File: config.mk
export PLATFORM = sky130hd
export DESIGN_NAME = nearest_track_associator_unit
export DESIGN_NICKNAME = d
export VERILOG_FILES = /design/src/rtl/core/nta_pkg.sv /design/src/rtl/core/nta_ctrl.sv /design/src/rtl/core/nta_dp.sv /design/src/rtl/core/nearest_track_associator_unit.sv
export SDC_FILE = /design/constraint.sdc
export NUM_CORES = 2
export LEC_CHECK = 0
export ABC_AREA = 0
export BUFFER_PORTS_ARGS = -buffer_cell sky130_fd_sc_hd__buf_2
export CORE_MARGIN = 2
export CORE_UTILIZATION = 25
export DETAILED_ROUTE_END_ITERATION = 10
export SKIP_LAST_GASP = 1
export SYNTH_ARGS = -nofsm -noshare
export SYNTH_HDL_FRONTEND = slang
export SYNTH_SLANG_ARGS = --single-unit
File: constraint.sdc
create_clock -name i_clk -period 13.6 [get_ports i_clk]
set_input_delay 4.08 -clock i_clk [delete_from_list [all_inputs] [get_ports i_clk]]
set_output_delay 4.08 -clock i_clk [all_outputs]
set_load 0.05 [all_outputs]
File: src/rtl/core/nta_pkg.sv
`default_nettype none

package nta_pkg;

    localparam int NTA_MAX_TRACKS = 8;

    localparam int POS_W     = 16;
    localparam int ID_W      = 16;
    localparam int SLOT_W    = 3;
    localparam int COUNT_W   = 4;
    localparam int DIST_W    = 15;
    localparam int FTD_W     = 10;
    localparam int LIM2_W    = 2 * DIST_W;
    localparam int MISSED_W  = 11;
    localparam int DIFF_W    = POS_W + 1;
    localparam int SQ_W      = 2 * DIFF_W;
    localparam int SQ_MAG_W  = 2 * POS_W + 1;
    localparam int D2_W      = SQ_MAG_W + 2;
    localparam int CFG_IDX_W = 1;

    localparam int RESET_MAX_DIST      = 819;
    localparam int RESET_FRAMES_TO_DIE = 30;

    localparam logic [MISSED_W-1:0] MISSED_SAT = {MISSED_W{1'b1}};

    typedef enum logic {
        CMD_FRAME  = 1'b0,
        CMD_DETECT = 1'b1
    } t_cmd;

    typedef enum logic [CFG_IDX_W-1:0] {
        REG_MAX_MATCH_DIST = 1'b0,
        REG_FRAMES_TO_DIE  = 1'b1
    } t_reg_idx;

    typedef struct packed {
        t_cmd                    cmd;
        logic signed [POS_W-1:0] pos_x;
        logic signed [POS_W-1:0] pos_y;
        logic signed [POS_W-1:0] pos_z;
    } t_in;

    typedef struct packed {
        logic [ID_W-1:0]    track_id;
        logic [SLOT_W-1:0]  slot;
        logic               is_new;
        logic               dropped;
        logic [COUNT_W-1:0] live_count;
        logic [COUNT_W-1:0] removed_count;
    } t_out;

    // controller to datapath
    typedef struct packed {
        logic load;
        logic frame_step;
        logic issue;
        logic commit;
    } t_dp_ctl;

    // datapath to controller
    typedef struct packed {
        logic pipe_busy;
    } t_dp_stat;

endpackage

`default_nettype wire

File: src/rtl/core/nta_ctrl.sv
`default_nettype none

module nta_ctrl import nta_pkg::*; #(
    parameter int MAX_TRACKS = NTA_MAX_TRACKS,
    parameter int IDX_W      = (MAX_TRACKS > 1) ? $clog2(MAX_TRACKS) : 1
) (
    input  wire logic             i_clk,
    input  wire logic             i_rst_n,
    input  wire logic             i_start,
    input  wire t_cmd             i_cmd,
    input  wire t_dp_stat         i_stat,
    output logic                  o_busy,
    output logic                  o_res_valid,
    output t_dp_ctl               o_ctl,
    output logic [IDX_W-1:0]      o_idx
);

    localparam logic [IDX_W-1:0] LAST_IDX = IDX_W'(MAX_TRACKS - 1);

    typedef enum logic [2:0] {
        S_IDLE,
        S_FRAME,
        S_DSCAN,
        S_DRAIN,
        S_COMMIT
    } t_state;

    t_state           r_state;
    logic [IDX_W-1:0] r_idx;
    logic             r_done;

    always_ff @(posedge i_clk) begin
        if (!i_rst_n) begin
            r_state <= S_IDLE;
            r_idx   <= '0;
            r_done  <= 1'b0;
        end else begin
            r_done <= 1'b0;
            case (r_state)
                S_IDLE: begin
                    if (i_start) begin
                        r_idx   <= '0;
                        r_state <= (i_cmd == CMD_DETECT) ? S_DSCAN : S_FRAME;
                    end
                end
                S_FRAME: begin
                    r_idx <= r_idx + 1'b1;
                    if (r_idx == LAST_IDX) begin
                        r_state <= S_COMMIT;
                    end
                end
                S_DSCAN: begin
                    r_idx <= r_idx + 1'b1;
                    if (r_idx == LAST_IDX) begin
                        r_state <= S_DRAIN;
                    end
                end
                S_DRAIN: begin
                    // wait for the last slot to leave the distance pipe
                    if (!i_stat.pipe_busy) begin
                        r_state <= S_COMMIT;
                    end
                end
                S_COMMIT: begin
                    r_state <= S_IDLE;
                    r_done  <= 1'b1;
                end
                default: begin
                    r_state <= S_IDLE;
                end
            endcase
        end
    end

    assign o_busy           = (r_state != S_IDLE);
    assign o_res_valid      = r_done;
    assign o_idx            = r_idx;
    assign o_ctl.load       = i_start && (r_state == S_IDLE);
    assign o_ctl.frame_step = (r_state == S_FRAME);
    assign o_ctl.issue      = (r_state == S_DSCAN);
    assign o_ctl.commit     = (r_state == S_COMMIT);

endmodule

`default_nettype wire

File: src/rtl/core/nta_dp.sv
`default_nettype none

module nta_dp import nta_pkg::*; #(
    parameter int MAX_TRACKS = NTA_MAX_TRACKS,
    parameter int IDX_W      = (MAX_TRACKS > 1) ? $clog2(MAX_TRACKS) : 1,
    parameter int CNT_W      = $clog2(MAX_TRACKS + 1)
) (
    input  wire logic              i_clk,
    input  wire logic              i_rst_n,
    input  wire t_dp_ctl           i_ctl,
    input  wire logic [IDX_W-1:0]  i_idx,
    input  wire t_in               i_in,
    input  wire logic              i_cfg_we,
    input  wire t_reg_idx          i_cfg_index,
    input  wire logic [DIST_W-1:0] i_cfg_data,
    output t_dp_stat               o_stat,
    output t_out                   o_res
);

    localparam int POS3_W = 3 * POS_W;

    // configuration
    logic [LIM2_W-1:0] r_lim2;
    logic [FTD_W-1:0]  r_ftd;
    logic [LIM2_W-1:0] n_lim2;

    // current item
    t_cmd              r_cmd;
    logic [POS_W-1:0]  r_px, r_py, r_pz;

    // track table
    logic [MAX_TRACKS-1:0] r_valid;
    logic [MAX_TRACKS-1:0] r_found;
    logic [MISSED_W-1:0]   r_missed [MAX_TRACKS];
    logic [POS3_W-1:0]     mem_pos  [MAX_TRACKS];
    logic [ID_W-1:0]       mem_id   [MAX_TRACKS];
    logic [CNT_W-1:0]      r_live;
    logic [CNT_W-1:0]      r_removed;
    logic [ID_W-1:0]       r_next_id;

    // distance pipe
    logic [POS3_W-1:0]       r_rd_pos;
    logic [ID_W-1:0]         r_rd_id;
    logic                    r_s1_vld, r_s2_vld, r_s3_vld;
    logic [IDX_W-1:0]        r_s1_idx, r_s2_idx, r_s3_idx;
    logic [ID_W-1:0]         r_s2_id, r_s3_id;
    logic signed [DIFF_W-1:0] r_s2_dx, r_s2_dy, r_s2_dz;
    logic signed [SQ_W-1:0]  r_s3_sqx, r_s3_sqy, r_s3_sqz;

    // scan results
    logic              r_have_best, r_have_free;
    logic [IDX_W-1:0]  r_best_idx, r_free_idx;
    logic [D2_W-1:0]   r_best_d;
    logic [ID_W-1:0]   r_best_id;

    t_out              r_res;
    t_out              n_res;

    logic [D2_W-1:0]     d2;
    logic                elig, upd_best, upd_free;
    logic [MISSED_W-1:0] missed_inc;
    logic                kill;
    logic                det_commit;
    logic                mem_we, id_we;
    logic [IDX_W-1:0]    wr_idx;

    assign n_lim2 = i_cfg_data * i_cfg_data;

    always_ff @(posedge i_clk) begin
        if (!i_rst_n) begin
            r_lim2 <= LIM2_W'(RESET_MAX_DIST * RESET_MAX_DIST);
            r_ftd  <= FTD_W'(RESET_FRAMES_TO_DIE);
        end else if (i_cfg_we) begin
            case (i_cfg_index)
                REG_MAX_MATCH_DIST: r_lim2 <= n_lim2;
                REG_FRAMES_TO_DIE:  r_ftd  <= i_cfg_data[FTD_W-1:0];
                default: begin
                end
            endcase
        end
    end

    always_ff @(posedge i_clk) begin
        if (i_ctl.load) begin
            r_cmd <= i_in.cmd;
            r_px  <= i_in.pos_x;
            r_py  <= i_in.pos_y;
            r_pz  <= i_in.pos_z;
        end
    end

    // frame step: age slot i_idx
    assign missed_inc = (r_missed[i_idx] == MISSED_SAT) ? r_missed[i_idx]
                                                        : r_missed[i_idx] + 1'b1;
    assign kill = (missed_inc > {1'b0, r_ftd});

    // last pipe stage: squared distance and compare
    assign d2 = {2'b00, r_s3_sqx[SQ_MAG_W-1:0]} + {2'b00, r_s3_sqy[SQ_MAG_W-1:0]}
              + {2'b00, r_s3_sqz[SQ_MAG_W-1:0]};
    assign elig     = r_valid[r_s3_idx] && !r_found[r_s3_idx];
    assign upd_best = r_s3_vld && elig && (d2 < D2_W'(r_lim2))
                      && (!r_have_best || (d2 < r_best_d));
    assign upd_free = r_s3_vld && !r_valid[r_s3_idx] && !r_have_free;

    assign det_commit = i_ctl.commit && (r_cmd == CMD_DETECT);
    assign wr_idx     = r_have_best ? r_best_idx : r_free_idx;
    assign mem_we     = det_commit && (r_have_best || r_have_free);
    assign id_we      = det_commit && !r_have_best && r_have_free;

    always_ff @(posedge i_clk) begin
        if (!i_rst_n) begin
            r_valid     <= '0;
            r_found     <= '0;
            for (int k = 0; k < MAX_TRACKS; k++) begin
                r_missed[k] <= '0;
            end
            r_live      <= '0;
            r_removed   <= '0;
            r_next_id   <= '0;
            r_have_best <= 1'b0;
            r_have_free <= 1'b0;
        end else begin
            if (i_ctl.load) begin
                r_removed   <= '0;
                r_have_best <= 1'b0;
                r_have_free <= 1'b0;
            end
            if (i_ctl.frame_step && r_valid[i_idx]) begin
                r_found[i_idx] <= 1'b0;
                if (kill) begin
                    r_valid[i_idx]  <= 1'b0;
                    r_missed[i_idx] <= '0;
                    r_removed       <= r_removed + 1'b1;
                    r_live          <= r_live - 1'b1;
                end else begin
                    r_missed[i_idx] <= missed_inc;
                end
            end
            if (upd_best) begin
                r_have_best <= 1'b1;
                r_best_idx  <= r_s3_idx;
                r_best_d    <= d2;
                r_best_id   <= r_s3_id;
            end
            if (upd_free) begin
                r_have_free <= 1'b1;
                r_free_idx  <= r_s3_idx;
            end
            if (det_commit) begin
                if (r_have_best) begin
                    r_found[r_best_idx]  <= 1'b1;
                    r_missed[r_best_idx] <= '0;
                end else if (r_have_free) begin
                    r_valid[r_free_idx]  <= 1'b1;
                    r_found[r_free_idx]  <= 1'b0;
                    r_missed[r_free_idx] <= '0;
                    r_next_id            <= r_next_id + 1'b1;
                    r_live               <= r_live + 1'b1;
                end
            end
        end
    end

    // position and ID store, one write and one registered read per cycle
    always_ff @(posedge i_clk) begin
        if (mem_we) begin
            mem_pos[wr_idx] <= {r_px, r_py, r_pz};
        end
        if (id_we) begin
            mem_id[wr_idx] <= r_next_id;
        end
        r_rd_pos <= mem_pos[i_idx];
        r_rd_id  <= mem_id[i_idx];
    end

    always_ff @(posedge i_clk) begin
        if (!i_rst_n) begin
            r_s1_vld <= 1'b0;
            r_s2_vld <= 1'b0;
            r_s3_vld <= 1'b0;
        end else begin
            r_s1_vld <= i_ctl.issue;
            r_s2_vld <= r_s1_vld;
            r_s3_vld <= r_s2_vld;
        end
    end

    always_ff @(posedge i_clk) begin
        r_s1_idx <= i_idx;
        r_s2_idx <= r_s1_idx;
        r_s2_id  <= r_rd_id;
        r_s2_dx  <= {r_rd_pos[3*POS_W-1], r_rd_pos[3*POS_W-1:2*POS_W]}
                  - {r_px[POS_W-1], r_px};
        r_s2_dy  <= {r_rd_pos[2*POS_W-1], r_rd_pos[2*POS_W-1:POS_W]}
                  - {r_py[POS_W-1], r_py};
        r_s2_dz  <= {r_rd_pos[POS_W-1], r_rd_pos[POS_W-1:0]}
                  - {r_pz[POS_W-1], r_pz};
        r_s3_idx <= r_s2_idx;
        r_s3_id  <= r_s2_id;
        r_s3_sqx <= r_s2_dx * r_s2_dx;
        r_s3_sqy <= r_s2_dy * r_s2_dy;
        r_s3_sqz <= r_s2_dz * r_s2_dz;
    end

    always_comb begin
        n_res = '0;
        if (r_cmd == CMD_FRAME) begin
            n_res.live_count    = COUNT_W'(r_live);
            n_res.removed_count = COUNT_W'(r_removed);
        end else if (r_have_best) begin
            n_res.track_id   = r_best_id;
            n_res.slot       = SLOT_W'(r_best_idx);
            n_res.live_count = COUNT_W'(r_live);
        end else if (r_have_free) begin
            n_res.track_id   = r_next_id;
            n_res.slot       = SLOT_W'(r_free_idx);
            n_res.is_new     = 1'b1;
            n_res.live_count = COUNT_W'(r_live + 1'b1);
        end else begin
            n_res.dropped    = 1'b1;
            n_res.live_count = COUNT_W'(r_live);
        end
    end

    always_ff @(posedge i_clk) begin
        if (i_ctl.commit) begin
            r_res <= n_res;
        end
    end

    assign o_stat.pipe_busy = r_s1_vld || r_s2_vld || r_s3_vld;
    assign o_res            = r_res;

endmodule

`default_nettype wire

File: src/rtl/core/nearest_track_associator_unit.sv
// Channel   Signals                                  Transfer
// input     i_start, o_busy, i_in (t_in)             i_start high while o_busy low
// result    o_res_valid, o_res (t_out)               one cycle per strobe, no stall
// config    i_cfg_valid, o_cfg_ready, i_cfg_index,   valid and ready high
//           i_cfg_data
//
// A frame start ages one slot per cycle between accept and result strobe. A detection
// sends one slot per cycle into the four-stage distance pipe (store read, difference,
// square, sum and compare), waits for the pipe to drain, then the commit state updates
// the table. o_busy drops in the cycle the result is strobed, so the next beat may be
// accepted then. Synchronous active-low reset empties the table and restores both
// registers; the result side cannot stall.
`default_nettype none

module nearest_track_associator_unit import nta_pkg::*; #(
    parameter int MAX_TRACKS = NTA_MAX_TRACKS
) (
    input  wire logic              i_clk,
    input  wire logic              i_rst_n,
    input  wire logic              i_start,
    output logic                   o_busy,
    input  wire t_in               i_in,
    output logic                   o_res_valid,
    output t_out                   o_res,
    input  wire logic              i_cfg_valid,
    output logic                   o_cfg_ready,
    input  wire t_reg_idx          i_cfg_index,
    input  wire logic [DIST_W-1:0] i_cfg_data
);

    localparam int IDX_W = (MAX_TRACKS > 1) ? $clog2(MAX_TRACKS) : 1;

    t_dp_ctl          ctl;
    t_dp_stat         stat;
    logic [IDX_W-1:0] idx;

    assign o_cfg_ready = 1'b1;

    nta_ctrl #(
        .MAX_TRACKS (MAX_TRACKS),
        .IDX_W      (IDX_W)
    ) u_ctrl (
        .i_clk       (i_clk),
        .i_rst_n     (i_rst_n),
        .i_start     (i_start),
        .i_cmd       (i_in.cmd),
        .i_stat      (stat),
        .o_busy      (o_busy),
        .o_res_valid (o_res_valid),
        .o_ctl       (ctl),
        .o_idx       (idx)
    );

    nta_dp #(
        .MAX_TRACKS (MAX_TRACKS),
        .IDX_W      (IDX_W)
    ) u_dp (
        .i_clk       (i_clk),
        .i_rst_n     (i_rst_n),
        .i_ctl       (ctl),
        .i_idx       (idx),
        .i_in        (i_in),
        .i_cfg_we    (i_cfg_valid && o_cfg_ready),
        .i_cfg_index (i_cfg_index),
        .i_cfg_data  (i_cfg_data),
        .o_stat      (stat),
        .o_res       (o_res)
    );

    a_accept_busy: assert property (@(posedge i_clk) disable iff (!i_rst_n)
        (i_start && !o_busy) |=> o_busy)
        else $error("accepted beat did not raise busy");

    a_strobe_single: assert property (@(posedge i_clk) disable iff (!i_rst_n)
        o_res_valid |=> !o_res_valid)
        else $error("result strobe longer than one cycle");

    a_new_or_drop: assert property (@(posedge i_clk) disable iff (!i_rst_n)
        o_res_valid |-> !(o_res.is_new && o_res.dropped))
        else $error("result both new and dropped");

    a_drop_full: assert property (@(posedge i_clk) disable iff (!i_rst_n)
        (o_res_valid && o_res.dropped) |-> (o_res.live_count == COUNT_W'(MAX_TRACKS)))
        else $error("detection dropped with free slots");

endmodule

`default_nettype wire
== Word-level counts from Yosys, hierarchy flattened ==
Memory sizes are Yosys's and may differ from the RTL's. A register that Yosys moved wholly into a read port is not among the register bits.
Cells that the tools add are included.
Operators by class
  magnitude comparators: 10
  equal/unequal tests: 10
  reductions and logical operators: 40
  add/subtract/negate cells: 11
  multipliers: 4
  muxes and demuxes: 85
  bitwise logic cells: 11
Operator list (count)
  $mul A17 B17 Y33: 3
  $mux W8: 11
  $mux W11: 5
  $sub A16 B16 Y17: 3
  $mux W4: 11
  $mux W1: 36
  $add A34 B33 Y35: 1
  $lt A35 B30 Y1: 1
  $lt A35 B35 Y1: 1
  $add A33 B33 Y34: 1
  $mux W3: 11
  $reduce_or A11 Y1: 3
  $mul A15 B15 Y30: 1
  $and A8 B8 Y8: 3
  $mux W20: 1
  $mux W19: 1
  $add A16 B1 Y16 const B: 1
  $lt A3 B4 Y1 const B: 4
  $not A8 Y8: 2
  $or A8 B8 Y8: 2
  $logic_and A1 B1 Y1: 15
  $pmux W3 S4: 1
  $add A11 B1 Y11 const B: 1
  $eq A11 B11 Y1 const B: 1
  24 further kinds: 51
Word-level totals
  memories: 3
  output and inout port bits: 32
  input port bits: 69
  bits in registers: 418
  bits in writable memories: 600
Memories
  u_dp.mem_pos: words 8, bits a word 48, read ports 1, clocked after memory_dff 1, wr ports 1, RTL line nta_dp.sv:35  | logic [POS3_W-1:0] mem_pos [MAX_TRACKS];
  u_dp.mem_id: words 8, bits a word 16, read ports 1, clocked after memory_dff 1, wr ports 1, RTL line nta_dp.sv:36  | logic [ID_W-1:0] mem_id [MAX_TRACKS];
  u_dp.r_missed: words 8, bits a word 11, read ports 1, clocked after memory_dff 1, wr ports 8, RTL line nta_dp.sv:34  | logic [MISSED_W-1:0] r_missed [MAX_TRACKS];

== Logic depth before layout (Yosys ltp) ==
  depth in word-level cells: 13
  depth in mapped cells: 26
  depth with buffers taken out: 24

== By module ==
From an unflattened synthesis, not the netlist that was laid out.
Unflattened totals
  cell total of the unflattened synthesis: 6906
  area, all modules: 76375.8 µm²
Modules (own cells, without submodules)
  nta_dp: times used 1, cells an instance 6850, area each 75864.0 µm², sequential area each 27916.8 µm²
  nta_ctrl: times used 1, cells an instance 54, area each 500.5 µm², sequential area each 140.1 µm²
  nearest_track_associator_unit: times used 1, cells an instance 2, area each 11.3 µm², sequential area each 0.0 µm²

== Least setup slack after synthesis ==
Ideal clock, no wire load.
  path kind: input port to flip-flop
  start: input port i_rst_n
  end: register u_dp.r_best_d[0], enable pin
  arrival time: 10867 ps
  slack: 2114 ps
  cell stages on the path: 9
  required time: 12981 ps
  cells stage by stage: clkdlybuf4s50_2 -> nand2_1 -> nor3_1 -> nand2_1 -> a21oi_1 -> nand3_1 -> a31oi_1 -> nand2_1 -> nor4b_1
Between the ends
  word-level cells in the longest chain between the ends: 1
RTL lines
  start: declaration: RTL line nearest_track_associator_unit.sv:19  | input wire logic i_rst_n,
  $reduce_and A2 Y1 (no line)
  end signal: assignment: RTL line nta_dp.sv:142  | r_best_d <= d2;
  end: declaration: RTL line nta_dp.sv:53  | logic [D2_W-1:0] r_best_d;
No other way between the ends.
A chain may end at the register's enable or synchronous reset.

== Final worst setup path ==
  start: input port i_cfg_data[0]
  end: register u_dp.r_lim2[21]
Between the ends
  word-level cells in the longest chain between the ends: 1
RTL lines
  start: declaration: RTL line nearest_track_associator_unit.sv:28  | input wire logic [DIST_W-1:0] i_cfg_data
  $mul A15 B15 Y30: RTL line nta_dp.sv:67  | assign n_lim2 = i_cfg_data * i_cfg_data;
  end signal: assignment: RTL line nta_dp.sv:71  | r_lim2 <= LIM2_W'(RESET_MAX_DIST * RESET_MAX_DIST);
  end signal: assignment: RTL line nta_dp.sv:75  | REG_MAX_MATCH_DIST: r_lim2 <= n_lim2;
  end: declaration: RTL line nta_dp.sv:23  | logic [LIM2_W-1:0] r_lim2;
No other way between the ends.

==> results.ini <==
[floorplanning]
die-area_um2 = 311900
die_h_um = 558.5
fp.coreArea_um2 = 305800
die_x_um = 558.5
num_io_pins = 101
initial_core_util_pct = 25.13
fp-row-count = 203

[layout]
area_growth_pct = 12.05
fillers = 31646
final_common_cell = inv_1
mostFrequentLayoutCells = inv_1 (1,405), fa_1 (957), edfxtp_1 (735), ha_1 (504), nand2_1 (474)
nets = 8379
drive_above_1_share_pct = 6.462
final_cells = 11051

[worst_hold_path]
min_path_type = reg -> reg

[synth]
synthArstFlopShare_pct = 0
syn_inst = 6767
post-synth-top-area-fraction_pct = 28.72
avgSynthCellArea_um2 = 11.36
yosysUniqueCellTypes = 95
yosys_warnings = 0
yosys.area.top_type = edfxtp_1
synthFlopType = edfxtp_1
synth-edff-count = 735
synth_area_leaders = edfxtp_1 (29%), fa_1 (25%), dfxtp_1 (9.0%), ha_1 (8.2%), inv_1 (6.9%)
synthesis.area_um2 = 76860
ys_ff_latch = 1081
ys_seq_area_share_pct = 37.73

[clock_network]
path_clk_slew_ns = 0.07
cts_hold_buf = 0
post-cts-setup-buffers = 0
cts-resized-gates = 0
clk_latency_ns = 0.77
clockBufferDepth = 3
cts_tree = built
clockRootBuffer = clkbuf_16
cts.sinks = 1081
ctsHtreeMaxLevel = 3
numCtsBuffers = 111

[routing]
dr.first_iter.drc_count = 3152
vias_per_cell = 4.391
dr.pass1.iters = 6
ant_nets = 0
drt_wl_total_um = 182300
routedWlPerCell_um = 16.50
route.vias.total = 48528
drc = 0

[critical_path]
required_ns = 14.19
crit_arrival_ns = 10.47
crit_path_end_kind = flop
critical_path.cell_chain = buf_2 > and2_1 > inv_1 > fa_1 > fa_1 > inv_1 > fa_1 > inv_1 > fa_1 > fa_1 > fa_1 > inv_1 > ha_1 > a21o_1 > a21o_1 > nor2_1 > o21ai_0 > a2111oi_0 > nor3_1 > o31ai_1 > mux2i_1 > o311ai_0
critPathMaxFanout = 17
start_kind = input pin
crit_type = in -> reg
cp_common_cell = fa_1
slowest_stage = a2111oi_0
cpPeakStageDelay_ns = 0.93

[global_route]
grtUsageTotal_pct = 11.89
grt_pass1_wl_um = 294500
grt_pass1_vias = 52766
grt_max_degree = 66
overflow = 0
grt_antenna_before_repair = 11

[timing]
relSlewSlack_pct = 21.09
finalHoldViolCount = 0
timing.hold.ws_ns = 0.3243
tightest_slew_ns = 1.184
period_share_pct = 72.68
slew_violations = 0
clock_skew_ns = 0.05028
setup_violations = 0
fin_tns_setup_ns = 0
fmax_mhz = 101.2
period_needed_ns = 9.885
grt_setup_unrepaired = false

[placed_design]
port_buffers = 99
dpl.hpwl_um = 132400
gp_congestion = 0.8534
dp_cells = 10836

[job]
max-cap-violations = 0

[outcome]
status = finished, final reports clean

## final timing paths
path | from | end | slack [ns] | depth (start not counted)
setup / recovery | i_cfg_data[0] | u_dp.r_lim2[21]$_SDFFE_PN0P_ | 3.72 | 22
hold / removal | u_dp.r_s2_id[3]$_DFF_P_ | u_dp.r_s3_id[3]$_DFF_P_ | 0.32 | 0
setup reg to reg | u_dp.r_s2_dy[4]$_DFF_P_ | u_dp.r_s3_sqy[32]$_DFF_P_ | 5.64 | 19
hold reg to reg | u_dp.r_s2_id[3]$_DFF_P_ | u_dp.r_s3_id[3]$_DFF_P_ | 0.32 | 0
## logic make-up after synthesis
logic type | count (synthesis) | share of synthesized area [%]
other | 2 | 0.009771
flip-flops | 1081 | 37.73
XOR/XNOR | 239 | 2.733
multiplexers | 53 | 1.227
AND/OR/NAND/NOR | 1425 | 9.133
AO/OA/AOI/OAI | 894 | 8.053
adder cells (fa/ha/maj) | 1461 | 33.13
buffers and inverters | 1612 | 7.985
## worst max-delay path: cells and delay by family
family,cells,cell delay [ns]
adders and majority gates,7,3.33
AOI/OAI and AO/OA,6,1.87
buffers and inverters,5,0.54
and+or+nand+nor,3,0.42
muxes,1,0.22
## Yosys cell counts (16+ instances only)
| cell type | count |
|---|---|
| a211oi_1 | 20 |
| a21o_1 | 72 |
| a21oi_1 | 166 |
| a22o_1 | 17 |
| a22oi_1 | 267 |
| a31oi_1 | 22 |
| and2_1 | 220 |
| and3_1 | 29 |
| buf_1 | 20 |
| clkbuf_1 | 173 |
| dfxtp_1 | 346 |
| edfxtp_1 | 735 |
| fa_1 | 957 |
| ha_1 | 504 |
| inv_1 | 1407 |
| mux2i_1 | 17 |
| mux4_1 | 17 |
| nand2_1 | 474 |
| nand2b_1 | 38 |
| nand3_1 | 60 |
| nand4_1 | 87 |
| nor2_1 | 275 |
| nor2_2 | 16 |
| nor2b_1 | 76 |
| nor3_1 | 63 |
| o211ai_1 | 27 |
| o21a_1 | 47 |
| o21ai_0 | 102 |
| or3_1 | 16 |
| xnor2_1 | 173 |
| xor2_1 | 65 |
## area by class of cell
class                      count  area, um^2  area share (%)
multi-input combinational   4082       41870           48.62
sequential                  1081       29000           33.67
inverter                    1407        5283           6.134
tap                         4100        5130           5.956
clock buffer                 163        3281           3.809
timing repair buffer         166       998.5           1.159
clock inverter                49       556.8          0.6465
antenna                        3       7.507        0.008717
## per-stage QoR
step	area (um^2)	setup WS [ns]	util, %
2_1_floorplan	76890	2.114	-
3_3_place_gp	82280	2.969	26.91
3_5_place_dp	82280	2.992	26.91
4_1_cts	86120	3.766	28.16
5_1_grt	86120	3.333	28.16
6_report	86120	3.715	28.16
## sequential cells by signal (all words and copies together), names as in the netlist, 10 cells and up, named ones only
name / count
u_dp.r_s3_id: 16
u_dp.r_ftd: 10
u_dp.r_rd_pos: 48
u_dp.r_next_id: 16
u_dp.mem_pos: 384
u_dp.r_s3_sqy: 32
u_dp.r_s2_id: 16
u_dp.r_s2_dy: 17
u_dp.r_py: 16
u_dp.r_s2_dz: 17
u_dp.mem_id: 128
u_dp.r_s3_sqz: 32
u_dp.r_rd_id: 16
u_dp.r_s2_dx: 17
u_dp.r_missed: 88
u_dp.r_s3_sqx: 32
u_dp.r_best_id: 16
u_dp.r_best_d: 35
u_dp.o_res: 29
u_dp.r_px: 16
u_dp.r_pz: 16
u_dp.r_lim2: 29
## metal layers
layer	vias up	track usage, %	routed length [um]
met1	24837	15.73	80690
li1	22307	-	-
met4	0	3.068	4122
met3	234	1.471	8775
met2	1150	20.46	88740
met5	-	0	0
Power is not shown: default switching activity piles up to over one toggle a cycle in this logic, so the estimate is an artifact.
